### src/rtl/sfs_pkg.sv
// ----------------------------------------------------------------------------
// sfs_pkg - shared types and constants for the sprite frame sequencer
// Request payload structs, action and register codes, default parameters.
// ----------------------------------------------------------------------------
package sfs_pkg;

  localparam int FRAME_W        = 6;   // width of a frame number on the ports
  localparam int STATE_W        = 2;   // width of a state index
  localparam int TICK_W         = 9;   // prescaler width
  localparam int PERIOD_W       = 8;   // per-state tick period width
  localparam int MASK_W         = 64;  // stop mask width
  localparam int STATE_SLOTS    = 4;   // state slots in the register file
  localparam int CFG_IDX_W      = 3;
  localparam int CFG_DATA_W     = 64;
  localparam int FRAMES_REG_W   = STATE_SLOTS * FRAME_W;
  localparam int PERIODS_REG_W  = STATE_SLOTS * PERIOD_W;

  localparam int DEF_STATE_COUNT = 4;
  localparam int DEF_FRAME_BITS  = 6;

  typedef enum logic [2:0] {
    ACT_TICK      = 3'd0,
    ACT_SET_STATE = 3'd1,
    ACT_START     = 3'd2,
    ACT_CARRY_ON  = 3'd3,
    ACT_END       = 3'd4,
    ACT_FINISH    = 3'd5,
    ACT_SET_DIR   = 3'd6
  } action_t;

  typedef enum logic [CFG_IDX_W-1:0] {
    REG_FIRST_FRAMES = 3'd0,
    REG_LAST_FRAMES  = 3'd1,
    REG_TICK_PERIODS = 3'd2,
    REG_STOP_MASK_0  = 3'd3,
    REG_STOP_MASK_1  = 3'd4,
    REG_STOP_MASK_2  = 3'd5,
    REG_STOP_MASK_3  = 3'd6
  } cfg_reg_t;

  typedef struct packed {
    logic [2:0]         action;
    logic [STATE_W-1:0] target_state;
    logic               play_backward;
  } sfs_in_t;

  typedef struct packed {
    logic [FRAME_W-1:0] frame_now;
    logic               is_running;
    logic [STATE_W-1:0] state_now;
  } sfs_out_t;

endpackage

### src/rtl/sprite_frame_sequencer_core.sv
// ----------------------------------------------------------------------------
// sprite_frame_sequencer_core - sprite animation frame sequencer
// Steps through the frames of one of up to four animation states under
// tick and command requests; one status result per request.
// ----------------------------------------------------------------------------
//
//  Channel | Handshake             | Payload     | Direction
//  --------+-----------------------+-------------+----------
//  in_     | in_valid / in_ready   | sfs_in_t    | request in
//  out_    | out_valid / out_ready | sfs_out_t   | status out
//  cfg_    | cfg_wr_en (no wait)   | cfg_wdata   | register write
//
//  One request per cycle unless out_ stalls; its status appears in the cycle
//  after it is taken, from the single output register fed by the update logic.
//  in_ready stays high while that register is empty or being drained, so a
//  stall on out_ stops input only once a status is actually waiting.
//  Reset (rst_n low, synchronous) clears the sequencer state, the register
//  file and the output valid flag.
//
module sprite_frame_sequencer_core #(
  parameter int STATE_COUNT = sfs_pkg::DEF_STATE_COUNT,  // 1..4
  parameter int FRAME_BITS  = sfs_pkg::DEF_FRAME_BITS    // 1..6
) (
  input  logic                               clk,
  input  logic                               rst_n,
  input  logic                               in_valid,
  output logic                               in_ready,
  input  sfs_pkg::sfs_in_t                   in_data,
  output logic                               out_valid,
  input  logic                               out_ready,
  output sfs_pkg::sfs_out_t                  out_data,
  input  logic                               cfg_wr_en,
  input  logic [sfs_pkg::CFG_IDX_W-1:0]      cfg_index,
  input  logic [sfs_pkg::CFG_DATA_W-1:0]     cfg_wdata
);
  import sfs_pkg::*;

  // state limit at one bit more than a state index so that four fits
  localparam logic [STATE_W:0] STATE_LIMIT = (STATE_W + 1)'(STATE_COUNT);

  // register file
  logic [FRAMES_REG_W-1:0]  first_frames_r;
  logic [FRAMES_REG_W-1:0]  last_frames_r;
  logic [PERIODS_REG_W-1:0] tick_periods_r;
  logic [MASK_W-1:0]        stop_mask_r [STATE_SLOTS];

  // sequencer state
  logic [FRAME_BITS-1:0] frame_r, frame_nxt;
  logic [TICK_W-1:0]     tick_r, tick_nxt;
  logic [STATE_W-1:0]    state_r, state_nxt;
  logic                  running_r, running_nxt;
  logic                  finish_req_r, finish_req_nxt;
  logic                  backward_r, backward_nxt;

  logic     out_valid_r;
  sfs_out_t out_data_r;

  logic in_take;
  assign in_ready = !out_valid_r || out_ready;
  assign in_take  = in_valid && in_ready;

  // ---- configuration writes ------------------------------------------------
  always_ff @(posedge clk) begin
    if (!rst_n) begin
      first_frames_r <= '0;
      last_frames_r  <= '0;
      tick_periods_r <= '0;
      for (int i = 0; i < STATE_SLOTS; i++) stop_mask_r[i] <= '0;
    end else if (cfg_wr_en) begin
      case (cfg_index)
        REG_FIRST_FRAMES: first_frames_r <= cfg_wdata[FRAMES_REG_W-1:0];
        REG_LAST_FRAMES:  last_frames_r  <= cfg_wdata[FRAMES_REG_W-1:0];
        REG_TICK_PERIODS: tick_periods_r <= cfg_wdata[PERIODS_REG_W-1:0];
        REG_STOP_MASK_0:  stop_mask_r[0] <= cfg_wdata[MASK_W-1:0];
        REG_STOP_MASK_1:  stop_mask_r[1] <= cfg_wdata[MASK_W-1:0];
        REG_STOP_MASK_2:  stop_mask_r[2] <= cfg_wdata[MASK_W-1:0];
        REG_STOP_MASK_3:  stop_mask_r[3] <= cfg_wdata[MASK_W-1:0];
        default: ;  // index beyond the register list: dropped
      endcase
    end
  end

  // ---- per-state fields of the active state --------------------------------
  logic [FRAME_W-1:0]    first_raw, last_raw, target_first_raw;
  logic [FRAME_BITS-1:0] first_cur, last_cur, target_first;
  logic [PERIOD_W-1:0]   period_cur;
  logic [MASK_W-1:0]     mask_cur;

  assign first_raw        = first_frames_r[state_r*FRAME_W +: FRAME_W];
  assign last_raw         = last_frames_r[state_r*FRAME_W +: FRAME_W];
  assign target_first_raw = first_frames_r[in_data.target_state*FRAME_W +: FRAME_W];
  // frame numbers are taken modulo the frame range
  assign first_cur    = first_raw[FRAME_BITS-1:0];
  assign last_cur     = last_raw[FRAME_BITS-1:0];
  assign target_first = target_first_raw[FRAME_BITS-1:0];
  assign period_cur   = tick_periods_r[state_r*PERIOD_W +: PERIOD_W];
  assign mask_cur     = stop_mask_r[state_r];

  // ---- tick datapath -------------------------------------------------------
  logic [TICK_W-1:0]     tick_inc;
  logic                  tick_wrap;
  logic [FRAME_BITS:0]   fwd_sum;     // one extra bit so the top frame wraps
  logic [FRAME_BITS-1:0] bwd_dec;
  logic [FRAME_BITS-1:0] step_frame;
  logic [FRAME_W-1:0]    step_frame_ext;
  logic                  stop_hit;

  assign tick_inc  = tick_r + TICK_W'(1);
  assign tick_wrap = tick_inc > TICK_W'(period_cur);
  assign fwd_sum   = {1'b0, frame_r} + (FRAME_BITS + 1)'(1);
  assign bwd_dec   = frame_r - FRAME_BITS'(1);

  always_comb begin
    if (!backward_r) begin
      step_frame = (fwd_sum > {1'b0, last_cur}) ? first_cur : fwd_sum[FRAME_BITS-1:0];
    end else begin
      // below zero or below first goes to last
      step_frame = (frame_r == '0 || bwd_dec < first_cur) ? last_cur : bwd_dec;
    end
  end

  assign step_frame_ext = FRAME_W'(step_frame);
  assign stop_hit       = finish_req_r && mask_cur[step_frame_ext];

  // ---- next state ----------------------------------------------------------
  always_comb begin
    frame_nxt      = frame_r;
    tick_nxt       = tick_r;
    state_nxt      = state_r;
    running_nxt    = running_r;
    finish_req_nxt = finish_req_r;
    backward_nxt   = backward_r;
    case (in_data.action)
      ACT_TICK: begin
        if (running_r) begin
          if (tick_wrap) begin
            tick_nxt  = '0;
            frame_nxt = step_frame;
            if (stop_hit) running_nxt = 1'b0;
          end else begin
            tick_nxt = tick_inc;
          end
        end
      end
      ACT_SET_STATE: begin
        // out-of-range or unchanged state: ignored
        if ({1'b0, in_data.target_state} < STATE_LIMIT &&
            in_data.target_state != state_r) begin
          state_nxt = in_data.target_state;
          tick_nxt  = '0;
          frame_nxt = target_first;
        end
      end
      ACT_START: begin
        running_nxt    = 1'b1;
        finish_req_nxt = 1'b0;
        tick_nxt       = '0;
        frame_nxt      = first_cur;
      end
      ACT_CARRY_ON: begin
        running_nxt    = 1'b1;
        finish_req_nxt = 1'b0;
      end
      ACT_END:     running_nxt    = 1'b0;
      ACT_FINISH:  finish_req_nxt = 1'b1;  // stays set until start or carry on
      ACT_SET_DIR: backward_nxt   = in_data.play_backward;
      default: ;   // unused action code
    endcase
  end

  always_ff @(posedge clk) begin
    if (!rst_n) begin
      frame_r      <= '0;
      tick_r       <= '0;
      state_r      <= '0;
      running_r    <= 1'b0;
      finish_req_r <= 1'b0;
      backward_r   <= 1'b0;
    end else if (in_take) begin
      frame_r      <= frame_nxt;
      tick_r       <= tick_nxt;
      state_r      <= state_nxt;
      running_r    <= running_nxt;
      finish_req_r <= finish_req_nxt;
      backward_r   <= backward_nxt;
    end
  end

  // ---- status register -----------------------------------------------------
  always_ff @(posedge clk) begin
    if (!rst_n) begin
      out_valid_r <= 1'b0;
    end else if (in_take) begin
      out_valid_r <= 1'b1;
    end else if (out_ready) begin
      out_valid_r <= 1'b0;
    end
  end

  always_ff @(posedge clk) begin
    if (in_take) begin
      out_data_r.frame_now  <= FRAME_W'(frame_nxt);
      out_data_r.is_running <= running_nxt;
      out_data_r.state_now  <= state_nxt;
    end
  end

  assign out_valid = out_valid_r;
  assign out_data  = out_data_r;

endmodule

### config.mk
export PLATFORM = sky130hd
export DESIGN_NAME = sprite_frame_sequencer_core
export DESIGN_NICKNAME = d
export VERILOG_FILES = /design/src/rtl/sfs_pkg.sv /design/src/rtl/sprite_frame_sequencer_core.sv
export SDC_FILE = /design/constraint.sdc
export NUM_CORES = 1
export LEC_CHECK = 0
export BUFFER_PORTS_ARGS = -buffer_cell sky130_fd_sc_hd__buf_2
export CORE_ASPECT_RATIO = 0.8
export CORE_MARGIN = 3
export CORE_UTILIZATION = 40
export CTS_BUF_LIST = sky130_fd_sc_hd__clkbuf_4
export DETAILED_ROUTE_END_ITERATION = 8
export HOLD_SLACK_MARGIN = 0.12
export SETUP_SLACK_MARGIN = 0.5
export SYNTH_ARGS = -nofsm -noshare
export SYNTH_HDL_FRONTEND = slang
export SYNTH_SLANG_ARGS = --single-unit
### constraint.sdc
create_clock -name clk -period 6.7 [get_ports clk]
set_clock_uncertainty 0.05 [all_clocks]
set_input_delay 0.67 -clock clk [delete_from_list [all_inputs] [get_ports clk]]
set_output_delay 0.67 -clock clk [all_outputs]
set_load 0.03 [all_outputs]
=== Yosys cells after proc, flatten, opt, wreduce, memory -nomap -nowiden ===
Memory sizes are Yosys's and may differ from the RTL's. A register that Yosys moved wholly into a read port is not among the register bits.
Index checks and enable logic that the tools add are counted.

* Input bits: 78
* Bits in registers: 110
* Word-level logic and storage cells: 109
* Memories: 1
* Bits in writable memories: 256
* Output and inout port bits: 11

* $mul: 2
* Muxes and demuxes: 45
* $lt $le $gt $ge: 4
* Bitwise operators: 4
* Reduce and logical (&&, ||, !) cells: 18
* Shift-type cells: 4
* Equality and inequality tests: 15
* $add $sub $neg: 3

{| class="wikitable"
|+ Memories
! name !! words !! width !! rd ports !! clocked after memory_dff !! wr ports !! line !! source
|-
| stop_mask_r || 4 || 64 || 1 || 1 || 4 || sprite_frame_sequencer_core.sv:45 || <nowiki>logic [MASK_W-1:0] stop_mask_r [STATE_SLOTS];</nowiki>
|}

{| class="wikitable"
|+ Operator list
! operator !! number
|-
| 64-bit two-way mux || 4
|-
| 24-bit by 6-bit variable part select with 6-bit output || 3
|-
| 6-bit two-way mux || 6
|-
| 32-bit by 6-bit variable part select with 8-bit output || 1
|-
| 9-bit two-way mux || 3
|-
| 9-bit case mux with 3 select lines || 1
|-
| 1-bit two-way mux || 23
|-
| 3-bit == test, second input constant || 6
|-
| 6-bit case mux with 3 select lines || 1
|-
| 3-bit by 2-bit == test with 1-bit output, second input constant || 4
|-
| 2-bit AND reduction || 5
|-
| 9-bit by 1-bit adder with 9-bit output, second input constant || 1
|-
| 9-bit by 8-bit greater-than comparator with 1-bit output || 1
|-
| 2-bit by 2-bit multiplier with 4-bit output, second input constant || 2
|-
| 2-bit two-way mux || 4
|-
| 6-bit by 1-bit adder with 7-bit output, second input constant || 1
|-
| 7-bit by 6-bit greater-than comparator with 1-bit output || 1
|-
| 6-bit by 7-bit < comparator with 1-bit output, second input constant || 1
|-
| 1-bit binary-select mux with 6-bit select || 1
|-
| 3-bit by 1-bit == test with 1-bit output, second input constant || 2
|-
| 3-bit logical NOT || 2
|-
| 6-bit logical NOT || 1
|-
| 6-bit < comparator || 1
|-
| 6-bit by 1-bit subtractor with 6-bit output, second input constant || 1
|-
| other kinds (12) || 19
|}

=== Depth between registers and ports, before layout ===
* Word-level depth: 13
* Depth in mapped cells: 18
* Mapped depth without buffers: 16

=== Worst setup path after synthesis ===
Ideal clock, no wire load.

* Path kind: input port to flip-flop
* From: input port cfg_index[0] (netlist name)
* To: memory stop_mask_r[3][0], enable pin
* Data required time: 6.075 ns
* Stages: 2
* Library setup time: 0.575 ns
* Path buffers: 0
* Path slack: 0.693 ns
* Data arrival time: 5.383 ns
* Cell sequence: nand3b_1 -> o21ai_0

{| class="wikitable"
|+ RTL lines
! what !! line !! source
|-
| start: declaration || sprite_frame_sequencer_core.sv:33 || <nowiki>input logic [sfs_pkg::CFG_IDX_W-1:0] cfg_index,</nowiki>
|-
| end: declaration || sprite_frame_sequencer_core.sv:45 ||
|}

=== Worst setup path in the final report ===
* From: register state_r[0]
* To: register out_data_r (netlist bit out_data[2]), data pin

* Cells in the longest elaborated chain, start to end: 13
* Elaborated cells between the ends (all ways): 18
* Those cells by class: mul: 1; order compare: 3; shift: 3; mux: 9; reduce/logical: 2

{| class="wikitable"
|+ RTL lines
! what !! line !! source
|-
| start: declaration || sprite_frame_sequencer_core.sv:50 || <nowiki>logic [STATE_W-1:0] state_r, state_nxt;</nowiki>
|-
| start signal: assignment || sprite_frame_sequencer_core.sv:182 || <nowiki>state_r <= state_nxt;</nowiki>
|-
| 2-bit by 2-bit multiplier with 4-bit output || sprite_frame_sequencer_core.sv:89, sprite_frame_sequencer_core.sv:90 ||
|-
| 24-bit by 6-bit variable part select with 6-bit output || sprite_frame_sequencer_core.sv:89 || <nowiki>assign first_raw = first_frames_r[state_r*FRAME_W +: FRAME_W];</nowiki>
|-
| 6-bit < comparator || sprite_frame_sequencer_core.sv:118 || <nowiki>step_frame = (frame_r == '0 || bwd_dec < first_cur) ? last_cur : bwd_dec;</nowiki>
|-
| 1-bit logical OR || sprite_frame_sequencer_core.sv:118 ||
|-
| 6-bit two-way mux || sprite_frame_sequencer_core.sv:118 ||
|-
| 6-bit two-way mux || sprite_frame_sequencer_core.sv:114 || <nowiki>if (!backward_r) begin</nowiki>
|-
| 1-bit binary-select mux with 6-bit select || sprite_frame_sequencer_core.sv:123 || <nowiki>assign stop_hit = finish_req_r && mask_cur[step_frame_ext];</nowiki>
|-
| 1-bit two-way mux (not written as such) || sprite_frame_sequencer_core.sv:123 ||
|-
| 1-bit logical AND || sprite_frame_sequencer_core.sv:123 ||
|-
| 1-bit two-way mux || sprite_frame_sequencer_core.sv:139 || <nowiki>if (stop_hit) running_nxt = 1'b0;</nowiki>
|-
| 1-bit two-way mux (*) || sprite_frame_sequencer_core.sv:136 || <nowiki>if (tick_wrap) begin</nowiki>
|-
| 1-bit two-way mux (*) || sprite_frame_sequencer_core.sv:135 || <nowiki>if (running_r) begin</nowiki>
|-
| 1-bit case mux with 3 select lines (*) || sprite_frame_sequencer_core.sv:133 || <nowiki>case (in_data.action)</nowiki>
|-
| via running_nxt || sprite_frame_sequencer_core.sv:51 || <nowiki>logic running_r, running_nxt;</nowiki>
|-
| end: declaration || sprite_frame_sequencer_core.sv:56 || <nowiki>sfs_out_t out_data_r;</nowiki>
|}

Mark *: on every way through the listed nets, which the timed path passes. The rest lies on a longest branch. The select of a mux whose other input is x is not followed.
A chain may end at the register's enable or synchronous reset.

==> metrics.csv <==
stage;metric;value;unit
detailed_routing;viasPerCell;5.42;
yosys;ys_seq_elements;368;
clock_tree;cts_tree;yes;
worst_setup_path;regToRegStartpoint;state_r[0];
detailed_routing;firstDrtPassIters;5;
global_routing;grt_use_met3;5.05;%
global_routing;grt_use_total;20.9;%
cells_and_area;nets;1718;
run_status;outcome;complete, no violations;
clock_tree;numCtsBuffers;95;
worst_setup_path;worstRegToRegCells;14;
detailed_routing;finalWirelength;47600;µm
die;ioPinCount;89;
timing;slew_violations;0;
yosys;ys_types;67;
global_routing;grt_max_degree;72;
yosys;synth_top_area_share;45.2;%
yosys;ys_seq_area_share;57.0;%
global_routing;first_global_vias;12359;
yosys;synth_fp_nets;1550;
min_path;hp-start;cfg_wdata[40];
global_routing;use_met2;31.4;%
clock_tree;clock_latency;810;ps
timing;min_period;5210;ps
timing;rsz0062_at_grt;false;
detailed_routing;wl_per_cell;21.2;µm
detailed_routing;ant_nets;0;
timing;finalSetupViolCount;0;
yosys;synthTopCellsByArea;edfxtp_1 45%, dfxtp_1 12%, mux4_2 11%;
detailed_routing;num_vias;12169;
cells_and_area;fill_cells;3934;
cells_and_area;drive_gt1_share;21.8;%
timing;slew-limit-headroom;14.7;%
die;dieWidth;240;µm
power;ir_drop;0.000111;V
place;finalWeightedCongestion;0.883;
global_routing;grt_pass1_wl;73500;µm
yosys;yosysMostFrequentCell;edfxtp_1;
timing;timing.final.crit_share;77.8;%
yosys;yosysTopAreaCell;edfxtp_1;
worst_setup_path;required;7180;ps
yosys;synth.avg_cell_area;12.1;µm²
clock_tree;cts_buffer_depth;3;
worst_setup_path;crit_type;reg2reg;
power;power.density;255;nW/µm²
die;std_cell_rows;68;
die;dieArea;46600;µm²
clock_tree;root_buffer;clkbuf_4;
detailed_routing;drtIter0Drc;1040;
yosys;async_reset_ff_share;0;%
timing;fmax;0.192;GHz
worst_setup_path;path_max_fanout;13;
worst_setup_path;critPathCaptureType;flop;
yosys;synth_common_cells;265 x edfxtp_1, 261 x and2_1, 221 x nand2_1;
worst_setup_path;crit_arrival;5690;ps
cells_and_area;syn_to_final_growth;15.2;%
min_path;holdPathEnd;stop_mask_r[2][40];
yosys;synth_edf_count;265;
global_routing;grt_overflow;0;
job;cap_violations;0;
clock_tree;clkTransAtPathRegs;80;ps
detailed_routing;drc;0;
power;p_total;5.17;mW
worst_setup_path;path_cells;buf_4, mux4_2, inv_1, ha_1, a21o_1, a21oi_1, o2bb2ai_1, a311oi_1, a21oi_1, mux2i_1, a311oi_1, a311oi_1, nor4_1, o31ai_1;
clock_tree;h-tree-depth;3;
min_path;hp-class;in2reg;
power;p_leak;7.33;nW
die;die_h;194;µm
timing;tightest_slew;1280;ps
yosys;yosysWarnings;0;
yosys;synth_ff_type;edfxtp_1;
worst_setup_path;ff2ff_setup_slack;1490;ps
global_routing;grt_use_met1;30.3;%
place;port_buffers;88;
timing;hold_violations;0;
worst_setup_path;rr_endpoint;out_data[2];
global_routing;antenna_found_initial;4;
yosys;postSynthCellCount;1450;
place;hpwl;29200;µm
global_routing;top_usage_layer;met2;
worst_setup_path;startpoint_type;flop;
min_path;hold_depth;2;
timing;fin_setup_tns;0;ps
worst_setup_path;crit_path_frequent_cell;a311oi_1;
die;core;43300;µm²
worst_setup_path;slowest_stage;a21oi_1;
worst_setup_path;cp_slowest_stage_delay;890;ps
clock_tree;numClockSinks;368;
die;initial_core_util;40.6;%
yosys;synth_area;17600;µm²
==> stage by stage <==
stage	setup WS, ps	cell area, µm²	utilization (%)	instances	hold WS (ps)
finish	1490	20300	46.8	2244	198
global route	1080	20300	46.8	2244	122
CTS	1500	20200	46.7	2240	122
detailed placement	1540	18600	42.8	2024	397
global placement	1650	18600	42.8	2024	390
floorplan	693	17600	-	1450	383
==> area by class of cell <==
cell class	instances	area [µm²]	area share [%]
clock buffer	140	1050	5.19
inverter	34	129	0.636
clock inverter	20	81.3	0.401
antenna	3	7.51	0.0370
timing repair buffer	161	1130	5.58
tap	560	701	3.46
multi-input combinational	958	7140	35.2
sequential	368	10000	49.5
==> flip-flops by register name, summed over array words and instances, names as in the netlist, named ones only <==
signal,cells
backward_r,1
finish_req_r,1
first_frames_r,24
frame_r,6
last_frames_r,24
out_data,9
out_valid,1
running_r,1
state_r,2
stop_mask_r,256
tick_periods_r,32
tick_r,9
==> per-layer routing <==
metal / share of wire (%) / vias to the layer above
met5: 0 / -
met4: 1.9 / 0
met3: 7.3 / 78
met2: 45 / 427
met1: 46 / 6033
li1: - / 5631
==> layout by cell type (no fill, tap or decap), types with 5 or more instances in the layout <==
cell type	netlist	layout
inv_1	34	33
and3_1	10	10
a21oi_1	112	112
buf_4	1	16
clkinv_1	0	15
dfxtp_1	103	101
a311oi_1	8	8
a21o_1	5	5
nand2_1	221	219
nor2b_1	6	6
nand3b_1	7	7
nor3_1	11	9
mux2_2	8	8
mux4_2	88	88
mux2i_1	24	24
nor2_1	34	32
nor3b_1	5	5
o22ai_1	5	5
nand3_1	21	21
xnor2_1	12	12
ha_1	22	22
xor2_1	5	5
o21a_1	7	7
o21ai_0	21	19
and2_1	261	261
buf_2	11	88
dlygate4sd3_1	0	57
edfxtp_1	265	265
clkbuf_4	0	140
==> what timing repair did <==
item | CTS | global route
hold endpoints to repair | 146 | 1
hold buffers | 56 | 1
buffers inserted | 0 | 0
gates resized for setup | 0 | 0
==> worst max-delay path, delay by kind of cell, from the launching register on <==
kind / cells / cell delay (ps)
AOI/OAI and AO/OA: 8 / 2360
adders and majority gates: 1 / 250
buffers and inverters: 2 / 490
DFF: 1 / 660
muxes: 2 / 720
and+or+nand+nor: 1 / 410
==> kinds of logic after synthesis <==
logic type | Yosys count | share of synthesized area (%)
AND/OR/NAND/NOR | 595 | 17.5
flip-flops | 368 | 57.0
AO/OA/AOI/OAI | 203 | 7.09
buffers and inverters | 124 | 2.83
multiplexers | 121 | 13.2
adder cells (fa/ha/maj) | 22 | 1.56
XOR/XNOR | 17 | 0.846
==> worst max-delay path by stage <==
stage                       startpoint                 to
after floorplan           cfg_index[0]  stop_mask_r[3][0]
after global placement      state_r[0]        out_data[2]
after detailed placement    state_r[0]        out_data[2]
after CTS                   state_r[0]        out_data[2]
after global routing        state_r[0]        out_data[2]
final                       state_r[0]        out_data[2]
==> power breakdown <==
group | leakage (nW) | switching [mW] | internal, mW
Sequential | 3.40 | 0.0586 | 2.56
Clock | 0.684 | 0.915 | 0.946
Combinational | 3.25 | 0.411 | 0.273
Power figures use the tool's default switching activity.
